## src/rtl/core/rdq_pkg.sv

```systemverilog
package rdq_pkg;

    localparam int CAP_W   = 5;
    localparam int DATA_W  = 32;
    localparam int BURST_W = 16;

    localparam logic [CAP_W-1:0]   CAP_RESET = 5'd16;
    localparam logic [BURST_W-1:0] BURST_MAX = 16'hFFFF;

    typedef enum logic [2:0] {
        CMD_APPEND     = 3'd0,
        CMD_APPEND_OVW = 3'd1,
        CMD_PUSH_HEAD  = 3'd2,
        CMD_READ_HEAD  = 3'd3,
        CMD_CLEAR      = 3'd4
    } t_cmd;

    typedef struct packed {
        logic [2:0]        cmd;
        logic [DATA_W-1:0] write_data;
        logic              burst_end;
    } t_req;

    typedef struct packed {
        logic               ok;
        logic [DATA_W-1:0]  read_data;
        logic               overwrote;
        logic [CAP_W-1:0]   item_count;
        logic [CAP_W-1:0]   free_count;
        logic               is_empty;
        logic               is_full;
        logic [BURST_W-1:0] burst_count;
    } t_rsp;

endpackage

```

## src/rtl/core/rdq_ram.sv

```systemverilog
module rdq_ram #(
    parameter int WIDTH = 32,
    parameter int DEPTH = 16
) (
    input  logic                     i_clk,
    input  logic                     i_we,
    input  logic [$clog2(DEPTH)-1:0] i_waddr,
    input  logic [WIDTH-1:0]         i_wdata,
    input  logic                     i_re,
    input  logic [$clog2(DEPTH)-1:0] i_raddr,
    output logic [WIDTH-1:0]         o_rdata
);

    logic [WIDTH-1:0] r_mem [DEPTH];
    logic [WIDTH-1:0] r_rdata;

    always_ff @(posedge i_clk) begin
        if (i_we) begin
            r_mem[i_waddr] <= i_wdata;
        end
        if (i_re) begin
            r_rdata <= r_mem[i_raddr];
        end
    end

    assign o_rdata = r_rdata;

endmodule

```

## src/rtl/core/rdq_ctrl.sv

```systemverilog
module rdq_ctrl #(
    parameter int WIDTH = 32,
    parameter int DEPTH = 16
) (
    input  logic                        i_clk,
    input  logic                        i_rst_n,
    input  logic                        i_accept,
    input  rdq_pkg::t_req               i_req,
    input  logic                        i_cfg_we,
    input  logic [rdq_pkg::CAP_W-1:0]   i_cfg_wdata,
    output logic                        o_mem_we,
    output logic [$clog2(DEPTH)-1:0]    o_mem_waddr,
    output logic [WIDTH-1:0]            o_mem_wdata,
    output logic                        o_mem_re,
    output logic [$clog2(DEPTH)-1:0]    o_mem_raddr,
    output logic                        o_done,
    output logic                        o_rd_sel,
    output rdq_pkg::t_rsp               o_rsp
);

    localparam int IW     = $clog2(DEPTH);
    localparam int CW     = rdq_pkg::CAP_W;
    localparam int BW     = rdq_pkg::BURST_W;
    localparam int EW     = (IW > CW) ? IW : CW;
    localparam int CapMax = (DEPTH < 31) ? DEPTH : 31;

    logic [IW-1:0]               r_tail, n_tail;
    logic [IW-1:0]               r_head, n_head;
    logic                        r_full, n_full;
    logic [rdq_pkg::BURST_W-1:0] r_burst, n_burst;
    logic [CW-1:0]               r_cap;
    logic                        r_done;
    logic                        r_rd_sel;
    rdq_pkg::t_rsp               r_rsp;

    logic [CW-1:0]               cap_eff;
    logic                        empty;
    logic                        ok;
    logic                        dropped;
    logic                        rd_sel;
    logic [IW-1:0]               h_adj;
    logic [IW-1:0]               t_nxt;
    logic [rdq_pkg::BURST_W-1:0] burst_now;
    logic [EW-1:0]               held;
    logic [CW-1:0]               cnt;
    rdq_pkg::t_rsp               rsp;

    function automatic logic [IW-1:0] f_next(input logic [IW-1:0] idx, input logic [CW-1:0] cap);
        logic [EW-1:0] inc;
        inc = EW'(idx) + EW'(1);
        return (inc == EW'(cap)) ? '0 : inc[IW-1:0];
    endfunction

    function automatic logic [IW-1:0] f_prev(input logic [IW-1:0] idx, input logic [CW-1:0] cap);
        logic [EW-1:0] dec;
        dec = (idx == '0) ? (EW'(cap) - EW'(1)) : (EW'(idx) - EW'(1));
        return dec[IW-1:0];
    endfunction

    // zero acts as one, anything above the memory depth acts as the depth
    always_comb begin
        if (r_cap == '0) begin
            cap_eff = CW'(1);
        end else if (32'(r_cap) > CapMax) begin
            cap_eff = CW'(CapMax);
        end else begin
            cap_eff = r_cap;
        end
    end

    always_comb begin
        empty       = (r_tail == r_head) && !r_full;
        n_tail      = r_tail;
        n_head      = r_head;
        n_full      = r_full;
        ok          = 1'b0;
        dropped     = 1'b0;
        rd_sel      = 1'b0;
        o_mem_we    = 1'b0;
        o_mem_waddr = r_tail;
        t_nxt       = f_next(r_tail, cap_eff);
        h_adj       = r_head;
        case (i_req.cmd)
            rdq_pkg::CMD_APPEND: begin
                if (!r_full) begin
                    o_mem_we = i_accept;
                    n_tail   = t_nxt;
                    n_full   = (t_nxt == r_head);
                    ok       = 1'b1;
                end
            end
            rdq_pkg::CMD_APPEND_OVW: begin
                if (r_full) begin
                    h_adj   = f_next(r_head, cap_eff);
                    dropped = 1'b1;
                end
                o_mem_we = i_accept;
                n_tail   = t_nxt;
                n_head   = h_adj;
                n_full   = (t_nxt == h_adj);
                ok       = 1'b1;
            end
            rdq_pkg::CMD_PUSH_HEAD: begin
                if (!r_full) begin
                    h_adj       = f_prev(r_head, cap_eff);
                    o_mem_we    = i_accept;
                    o_mem_waddr = h_adj;
                    n_head      = h_adj;
                    n_full      = (h_adj == r_tail);
                    ok          = 1'b1;
                end
            end
            rdq_pkg::CMD_READ_HEAD: begin
                if (!empty) begin
                    rd_sel = 1'b1;
                    n_head = f_next(r_head, cap_eff);
                    n_full = 1'b0;
                    ok     = 1'b1;
                end
            end
            rdq_pkg::CMD_CLEAR: begin
                n_tail = '0;
                n_head = '0;
                n_full = 1'b0;
                ok     = 1'b1;
            end
            default: begin
            end
        endcase

        burst_now = (ok && (r_burst != rdq_pkg::BURST_MAX)) ?
                    (r_burst + BW'(1)) : r_burst;
        n_burst   = i_req.burst_end ? '0 : burst_now;

        if (n_full) begin
            held = EW'(cap_eff);
        end else if (n_tail >= n_head) begin
            held = EW'(n_tail) - EW'(n_head);
        end else begin
            held = EW'(n_tail) + EW'(cap_eff) - EW'(n_head);
        end
        cnt = held[CW-1:0];

        rsp.ok          = ok;
        rsp.read_data   = '0;
        rsp.overwrote   = dropped;
        rsp.item_count  = cnt;
        rsp.free_count  = cap_eff - cnt;
        rsp.is_empty    = (cnt == '0);
        rsp.is_full     = n_full;
        rsp.burst_count = burst_now;
    end

    always_ff @(posedge i_clk) begin
        if (!i_rst_n) begin
            r_tail   <= '0;
            r_head   <= '0;
            r_full   <= 1'b0;
            r_burst  <= '0;
            r_cap    <= rdq_pkg::CAP_RESET;
            r_done   <= 1'b0;
            r_rd_sel <= 1'b0;
        end else begin
            r_done <= i_accept;
            if (i_cfg_we) begin
                r_cap  <= i_cfg_wdata;
                r_tail <= '0;
                r_head <= '0;
                r_full <= 1'b0;
            end else if (i_accept) begin
                r_tail <= n_tail;
                r_head <= n_head;
                r_full <= n_full;
            end
            if (i_accept) begin
                r_burst  <= n_burst;
                r_rd_sel <= rd_sel;
            end
        end
    end

    always_ff @(posedge i_clk) begin
        if (i_accept) begin
            r_rsp <= rsp;
        end
    end

    assign o_mem_wdata = WIDTH'(i_req.write_data);
    assign o_mem_re    = i_accept && rd_sel;
    assign o_mem_raddr = r_head;
    assign o_done      = r_done;
    assign o_rd_sel    = r_rd_sel;
    assign o_rsp       = r_rsp;

endmodule

```

## src/rtl/core/ring_deque_with_overwrite.sv

```systemverilog
// ring deque with overwrite: append, overwrite append, head push, head read, clear
// the result strobe o_done comes in the cycle after the request is taken
// throughput: one request per cycle, busy stays low; set by the single ram port pair
// the receiver cannot stall, each result is shown for exactly one cycle
// reset (synchronous, active low): empty buffer, burst count zero, capacity 16;
// ram contents are not cleared, entries are only read after they were written
module ring_deque_with_overwrite #(
    parameter int DEPTH = 16,
    parameter int WIDTH = 32
) (
    input  logic                      i_clk,
    input  logic                      i_rst_n,
    input  logic                      start,
    output logic                      busy,
    input  rdq_pkg::t_req             i_req,
    input  logic                      i_cfg_we,
    input  logic [rdq_pkg::CAP_W-1:0] i_cfg_wdata,
    output logic                      o_done,
    output rdq_pkg::t_rsp             o_rsp
);

    localparam int IW     = $clog2(DEPTH);
    localparam int CapMax = (DEPTH < 31) ? DEPTH : 31;

    logic                 accept;
    logic                 mem_we;
    logic [IW-1:0]        mem_waddr;
    logic [WIDTH-1:0]     mem_wdata;
    logic                 mem_re;
    logic [IW-1:0]        mem_raddr;
    logic [WIDTH-1:0]     mem_rdata;
    logic [63:0]          rdata_wide;
    logic                 rd_sel;
    rdq_pkg::t_rsp        rsp_reg;

    // every request resolves in its accept cycle, so a new one can follow at once
    assign busy   = 1'b0;
    assign accept = start && !busy;

    // index, flag, burst and capacity registers plus the registered result fields
    rdq_ctrl #(
        .WIDTH (WIDTH),
        .DEPTH (DEPTH)
    ) u_ctrl (
        .i_clk       (i_clk),
        .i_rst_n     (i_rst_n),
        .i_accept    (accept),
        .i_req       (i_req),
        .i_cfg_we    (i_cfg_we),
        .i_cfg_wdata (i_cfg_wdata),
        .o_mem_we    (mem_we),
        .o_mem_waddr (mem_waddr),
        .o_mem_wdata (mem_wdata),
        .o_mem_re    (mem_re),
        .o_mem_raddr (mem_raddr),
        .o_done      (o_done),
        .o_rd_sel    (rd_sel),
        .o_rsp       (rsp_reg)
    );

    // element storage; a write is visible to any later read,
    // and one request never reads and writes at the same edge
    rdq_ram #(
        .WIDTH (WIDTH),
        .DEPTH (DEPTH)
    ) u_ram (
        .i_clk   (i_clk),
        .i_we    (mem_we),
        .i_waddr (mem_waddr),
        .i_wdata (mem_wdata),
        .i_re    (mem_re),
        .i_raddr (mem_raddr),
        .o_rdata (mem_rdata)
    );

    // read data lands in the result cycle straight from the ram output register
    assign rdata_wide = 64'(mem_rdata);

    always_comb begin
        o_rsp           = rsp_reg;
        o_rsp.read_data = rd_sel ? rdata_wide[rdq_pkg::DATA_W-1:0] : '0;
    end

    // a request always produces its result on the next cycle
    a_done_follows: assert property (@(posedge i_clk) disable iff (!i_rst_n)
        (i_rst_n && accept) |=> o_done)
        else $error("result strobe missing after accepted request");

    // counts always add up to a capacity in use
    a_count_sum: assert property (@(posedge i_clk) disable iff (!i_rst_n)
        o_done |-> ((6'(o_rsp.item_count) + 6'(o_rsp.free_count)) != 6'd0 &&
                    (6'(o_rsp.item_count) + 6'(o_rsp.free_count)) <= 6'(CapMax)))
        else $error("item and free counts inconsistent");

    // empty and full are exclusive since capacity is at least one
    a_empty_full: assert property (@(posedge i_clk) disable iff (!i_rst_n)
        o_done |-> !(o_rsp.is_empty && o_rsp.is_full))
        else $error("buffer reported empty and full");

    // dropping the oldest only happens on a full buffer, which stays full
    a_overwrite_full: assert property (@(posedge i_clk) disable iff (!i_rst_n)
        (o_done && o_rsp.overwrote) |-> (o_rsp.ok && o_rsp.is_full))
        else $error("overwrite mark without full buffer");

endmodule

```

## config.mk

```make
export PLATFORM = sky130hd
export DESIGN_NAME = ring_deque_with_overwrite
export DESIGN_NICKNAME = d
export VERILOG_FILES = /design/src/rtl/core/rdq_pkg.sv /design/src/rtl/core/rdq_ram.sv /design/src/rtl/core/rdq_ctrl.sv /design/src/rtl/core/ring_deque_with_overwrite.sv
export SDC_FILE = /design/constraint.sdc
export NUM_CORES = 1
export LEC_CHECK = 0
export BUFFER_PORTS_ARGS = -buffer_cell sky130_fd_sc_hd__buf_2
export CELL_PAD_IN_SITES_DETAIL_PLACEMENT = 1
export CELL_PAD_IN_SITES_GLOBAL_PLACEMENT = 2
export CORE_MARGIN = 10
export CORE_UTILIZATION = 48
export CTS_CLUSTER_DIAMETER = 100
export CTS_CLUSTER_SIZE = 24
export DETAILED_ROUTE_END_ITERATION = 12
export HOLD_SLACK_MARGIN = 0.12
export PLACE_DENSITY_LB_ADDON = 0.1
export SLEW_MARGIN = 20
export SYNTH_ARGS = -nofsm -noshare
export SYNTH_HDL_FRONTEND = slang
export SYNTH_SLANG_ARGS = --single-unit
```

## constraint.sdc

```tcl
create_clock -name i_clk -period 7.5 [get_ports i_clk]
set_clock_uncertainty 0.2 [all_clocks]
set_input_delay 0.75 -clock i_clk [delete_from_list [all_inputs] [get_ports i_clk]]
set_output_delay 0.75 -clock i_clk [all_outputs]
set_load 0.005 [all_outputs]
```

After elaboration in Yosys (flattened, before gate mapping)
Memories as Yosys holds them, arrays and structs flattened. A register that Yosys moved wholly into a read port is not among the register bits.
Index checks and enable logic that the tools add are counted.
{"block": "op_classes", "n_addsub": 9, "magnitude_cmp": 2, "n_eq_ne": 11, "muxes": 32, "n_bitwise": 1, "n_reduce_logical": 11}
{"op": "2-to-1 mux 4 bit", "count": 10}
{"op": "2-to-1 mux 16 bit", "count": 2}
{"op": "2-to-1 mux 32 bit", "count": 1}
{"op": "2-to-1 mux 5 bit", "count": 4}
{"op": "adder 16 x 1 -> 16 bit, second input constant", "count": 1}
{"op": "== test 4 bit", "count": 4}
{"op": "inequality test 16 bit, second input constant", "count": 1}
{"op": "one-hot mux 4 bit (4 select lines)", "count": 1}
{"op": "one-hot mux 4 bit (3 select lines)", "count": 1}
{"op": "adder 4 x 1 -> 5 bit, second input constant", "count": 2}
{"op": "== test 5 bit", "count": 2}
{"op": "zero test 5 bit", "count": 2}
{"op": "2-to-1 mux 1 bit", "count": 10}
{"op": "subtractor 4 x 1 -> 4 bit, second input constant", "count": 2}
{"op": "== test 3 x 2 -> 1 bit, second input constant", "count": 2}
{"op": "OR reduction 2 bit", "count": 3}
{"op": "adder 4 x 5 -> 5 bit", "count": 1}
{"op": "greater-than comparator 5 bit, second input constant", "count": 1}
{"op": "one-hot mux 1 bit (5 select lines)", "count": 1}
{"op": "subtractor 4 x 4 -> 5 bit", "count": 1}
{"op": "subtractor 5 x 4 -> 5 bit", "count": 1}
{"op": "subtractor 5 bit", "count": 1}
{"op": "greater-or-equal comparator 4 bit", "count": 1}
{"op": "zero test 4 bit", "count": 1}
{"op": "other kinds (8)", "count": 10}
{"block": "word_totals", "ff_bits": 62, "ram_bits": 512, "out_inout_bits": 64, "wordCells": 81, "mem_count": 1}
{"memory": "u_ram.r_mem", "words": 16, "word_bits": 32, "read_ports": 1, "rd_ports_with_merged_regs": 1, "wr": 1, "line_no": "rdq_ram.sv:14", "rtl": "logic [WIDTH-1:0] r_mem [DEPTH];"}

Longest topological paths before layout
{"block": "logic_depth", "word_depth": 12, "ltp_mapped": 26}

Cells and area by module
Synthesis repeated with hierarchy kept, for this count alone.
{"block": "unflattened", "cells_unflattened": 1466, "hier_area_um2": 25734.7}
{"module": "rdq_ram", "instances": 1, "cells_each": 838, "area_each_um2": 20155.6, "seq_area_each_um2": 16335.7}
{"module": "rdq_ctrl", "instances": 1, "cells_each": 591, "area_each_um2": 5312.6, "seq_area_each_um2": 1541.5}
{"module": "ring_deque_with_overwrite", "instances": 1, "cells_each": 37, "area_each_um2": 266.5, "seq_area_each_um2": 0.0}

Worst setup path before layout
Ideal clock, no wire load.
{"block": "synth_path", "path_kind": "reg-to-reg", "start": "register u_ctrl.r_head[0] (netlist: u_ctrl.o_mem_raddr[0])", "end": "register u_ctrl.r_rsp, in the netlist u_ctrl.o_rsp[22], data pin", "setup_ns": 0.268, "arrival_ns": 4.772, "required_ns": 7.032, "path_slack_ns": 2.260, "path_stages_with_launch": 21, "period_less_slack_ns": 5.240, "path_cell_list": "dfxtp_1 > clkbuf_1 > inv_1 > ha_1 > xnor2_1 > o21ai_1 > nor3_2 > nor2_1 > a22oi_1 > nor2_1 > a2111oi_0 > ha_1 > a21oi_1 > a211oi_1 > a21oi_2 > ha_1 > inv_1 > fa_1 > a21o_1 > a21oi_1 > xor2_1"}
{"element": "start, declared", "line_no": "rdq_ctrl.sv:28", "rtl": "logic [IW-1:0] r_head, n_head;"}
{"element": "start signal, assigned", "line_no": "rdq_ctrl.sv:172", "rtl": "r_head <= n_head;"}
{"element": "end signal, assigned", "line_no": "rdq_ctrl.sv:184", "rtl": "r_rsp <= rsp;"}
{"element": "end, declared", "line_no": "rdq_ctrl.sv:34", "rtl": "rdq_pkg::t_rsp r_rsp;"}

==> run metrics <==
status=complete, no violations; post-synthesis share of cell area spent on and, or, nand and nor gates=4.76%; top cells by area, synth=edfxtp_1 (69%), mux4_2 (14%), dfxtp_1 (2.6%); design area=27,300 µm²; crit path time final=6.04 ns; initial drt markers=1,111; Pwr Total=6.03 mW; main combinational cell family by area after synthesis=multiplexers; maximum clock insertion buffer count=3; dpl cells=2,062; Via density=5.93; Yosys top cell area share=69.0%; Hold Path End=u_ctrl.r_cap[2]$_SDFFE_PN0P_; Placer Congestion=0.801; vias in the first global route=13,360; Setup Fix Bufs, Post-CTS=0; PwrDens=221 nW/µm²; hold_sp=i_cfg_wdata[2]; critical path arrival=6.20 ns; relative slew slack=26.2%; Synth cell types=75; Worst Setup Start Kind=register; remaining global-route overflow=0; Req. time, crit path=7.65 ns; largest net degree at the start of global routing=114; Ports=109; Peak VDD IR=0.000229 V; commonest register cell after synthesis=edfxtp_1; Port Buffers=107; setup TNS=0 ns; nets=1,482; fraction of registers with async set/reset=0%; first-pass GRT wire length=88.0 mm; Synth Area in Compound Gates=3.78%; Synth Area in XOR/XNOR=2.01%; share of cells above drive strength 1=25.8%; Post-DRT Antenna Nets=0; Reg2Reg Capture Point=u_ctrl.o_rsp[22]$_DFFE_PP_; Critical Path Sink Type=register; Die Ht=248 µm; Hold Buf Count CTS=0; Post-DP Area=26,400 µm²; Die Width=248 µm; Slew @ Worst Pin=1.10 ns; Slew Limit Fails=0; Final period util=80.6%; critical path launch point=u_ctrl.o_mem_raddr[0]$_SDFFE_PP0P_; critical path buffer and inverter count=1; most common cell after layout, fill and taps aside=edfxtp_1; Post-Synthesis Cells=1,321; leading area contributor after synthesis=edfxtp_1; Num CTS Buffers=30; Clk Latency, worst-skew pair=0.61 ns; Initial Util=48.6%; Worst-path clk slew=0.10 ns; CTS tree=yes; dpl hpwl=34.1 mm; post-route insts no fill=2,108; PostCTS Resize Cnt=0; YS warnings=0; initial antenna violation count=4; Crit path max-delay family=adder cells; RSZ-0062 raised after global routing=false; Vias=12,491; clock sink count=606; Tot GR Track Use=19.2%; mean area per synthesized cell=18.9 µm²; CTS root buf=clkbuf_16; multiplexer share of the synthesized area=14.9%; Fmax achieved=166 MHz; Final Hold Viols=0; FP Rows=83; Syn Nets=1,389; core area=51,400 µm²; worst-path fanout max=30; DRC violations left=0; slowest CP cell=dfxtp_4; critical path type=register to register; # setup viols final=0; Lkg Pwr=8.72 nW; die area=61,500 µm²; cells on worst reg2reg path=21; Syn-to-layout area delta=9.25%; register area share after synthesis=71.6%; R2R Setup Slk=1.46 ns; hold path depth=3; number of flops mapped to enable cells by yosys=574; Worst Hold Class=input port to register; R2R Path Start=u_ctrl.o_mem_raddr[0]$_SDFFE_PP0P_; Total Wirelength=58.9 mm; Cell Chain, Critical Path=ha_1, nor3b_1, o211a_1, o21ai_1, nor3_2, nor2_1, mux2i_1, o221ai_1, o211ai_1, nand2_1, ha_1, inv_1, ha_1, fa_1, nand2_1, a21oi_1, a21oi_1, fa_1, a21o_1, a21oi_1, xor2_1; Yosys reg bits=606; CP max stage delay=0.72 ns; drt first pass iters=4; H-tree levels=1; synthesized cell area=25,000 µm²; max-cap violations=0; Fillers=4,667; most frequent cells in the layout=edfxtp_1 (574), mux4_2 (160), buf_2 (107); Adder-Cell Fraction of Synth Area=1.33%; wire per inst=27.9 µm
cell usage after synthesis (all sizes together) (6+ instances only):
| cell type | instances |
|---|---|
| a211oi | 7 |
| a21o | 12 |
| a21oi | 27 |
| a22oi | 7 |
| a31oi | 7 |
| and2 | 37 |
| and3 | 10 |
| buf | 23 |
| clkbuf | 51 |
| dfxtp | 32 |
| edfxtp | 574 |
| fa | 6 |
| ha | 17 |
| inv | 21 |
| mux2i | 10 |
| mux4 | 160 |
| nand2 | 55 |
| nand3 | 24 |
| nor2 | 60 |
| nor2b | 16 |
| nor3 | 12 |
| o211ai | 7 |
| o21a | 6 |
| o21ai | 22 |
| xnor2 | 27 |
| xor2 | 25 |
tightest hold or removal path: cells and delay by family:
kind | cells | cell delay (ns)
AND/OR/NAND/NOR | 1 | 0.07
buffers and inverters | 1 | 0.08
multiplexers | 1 | 0.06
where the power goes:
group	switching (mW)	internal, mW	leakage, nW
logic	0.254	0.192	2.84
registers	0.0256	3.75	5.46
clock network	1.03	0.771	0.420
logic make-up after synthesis:
family                     count (synthesis)
AOI/OAI and AO/OA                        133
xor gates and xnor gates                  54
adders and majority gates                 23
buffers and inverters                     97
DFF                                      606
muxes                                    172
other                                      1
and+or+nand+nor                          235
layout make-up:
class	instances	area [µm²]	area share (%)
antenna	1	2.50	0.00917
clock buffer	41	813	2.98
clock inverter	4	48.8	0.179
inverter	23	88.8	0.326
multi-input combinational	618	6830	25.0
sequential	606	17900	65.6
tap	680	851	3.12
timing repair buffer	135	758	2.78
flip-flops by register name (all words and copies together) (netlist names), 4 cells and up:
signal              flops
u_ram.r_mem           512
u_ctrl.o_mem_raddr      4
u_ram.o_rdata          32
u_ctrl.o_rsp           30
u_ctrl.r_burst         16
u_ctrl.r_tail           4
u_ctrl.r_cap            5
per-layer routing:
metal  vias up  GRT usage [%]  part of all wire, %
met1      6700           26.1                   43
met4         8           4.12                  1.7
li1       5475              -                    -
met3        68           2.30                  4.1
met5         -              0                0.078
met2       240           33.0                   51
how the worst max path moves through the flow:
| stage | endpoint | cells past startpoint |
|---|---|---|
| 2_1_floorplan | u_ctrl.o_rsp[22]$_DFFE_PP_ | 20 |
| 3_3_place_gp | u_ctrl.o_rsp[22]$_DFFE_PP_ | 17 |
| 3_5_place_dp | u_ctrl.o_rsp[22]$_DFFE_PP_ | 21 |
| 4_1_cts | u_ctrl.o_rsp[22]$_DFFE_PP_ | 21 |
| 5_1_grt | u_ctrl.o_rsp[22]$_DFFE_PP_ | 21 |
| 6_report | u_ctrl.o_rsp[22]$_DFFE_PP_ | 21 |
metrics by stage:
stage	setup WS, ns	utilization (%)	hold slack [ns]
after global placement	1.61	51.4	0.309
after global routing	0.912	53.1	0.172
final	1.46	53.1	0.186
after detailed placement	1.45	51.4	0.319
after floorplan	2.26	-	0.283
after CTS	1.43	53.1	0.148
Power figures use the tool's default switching activity.
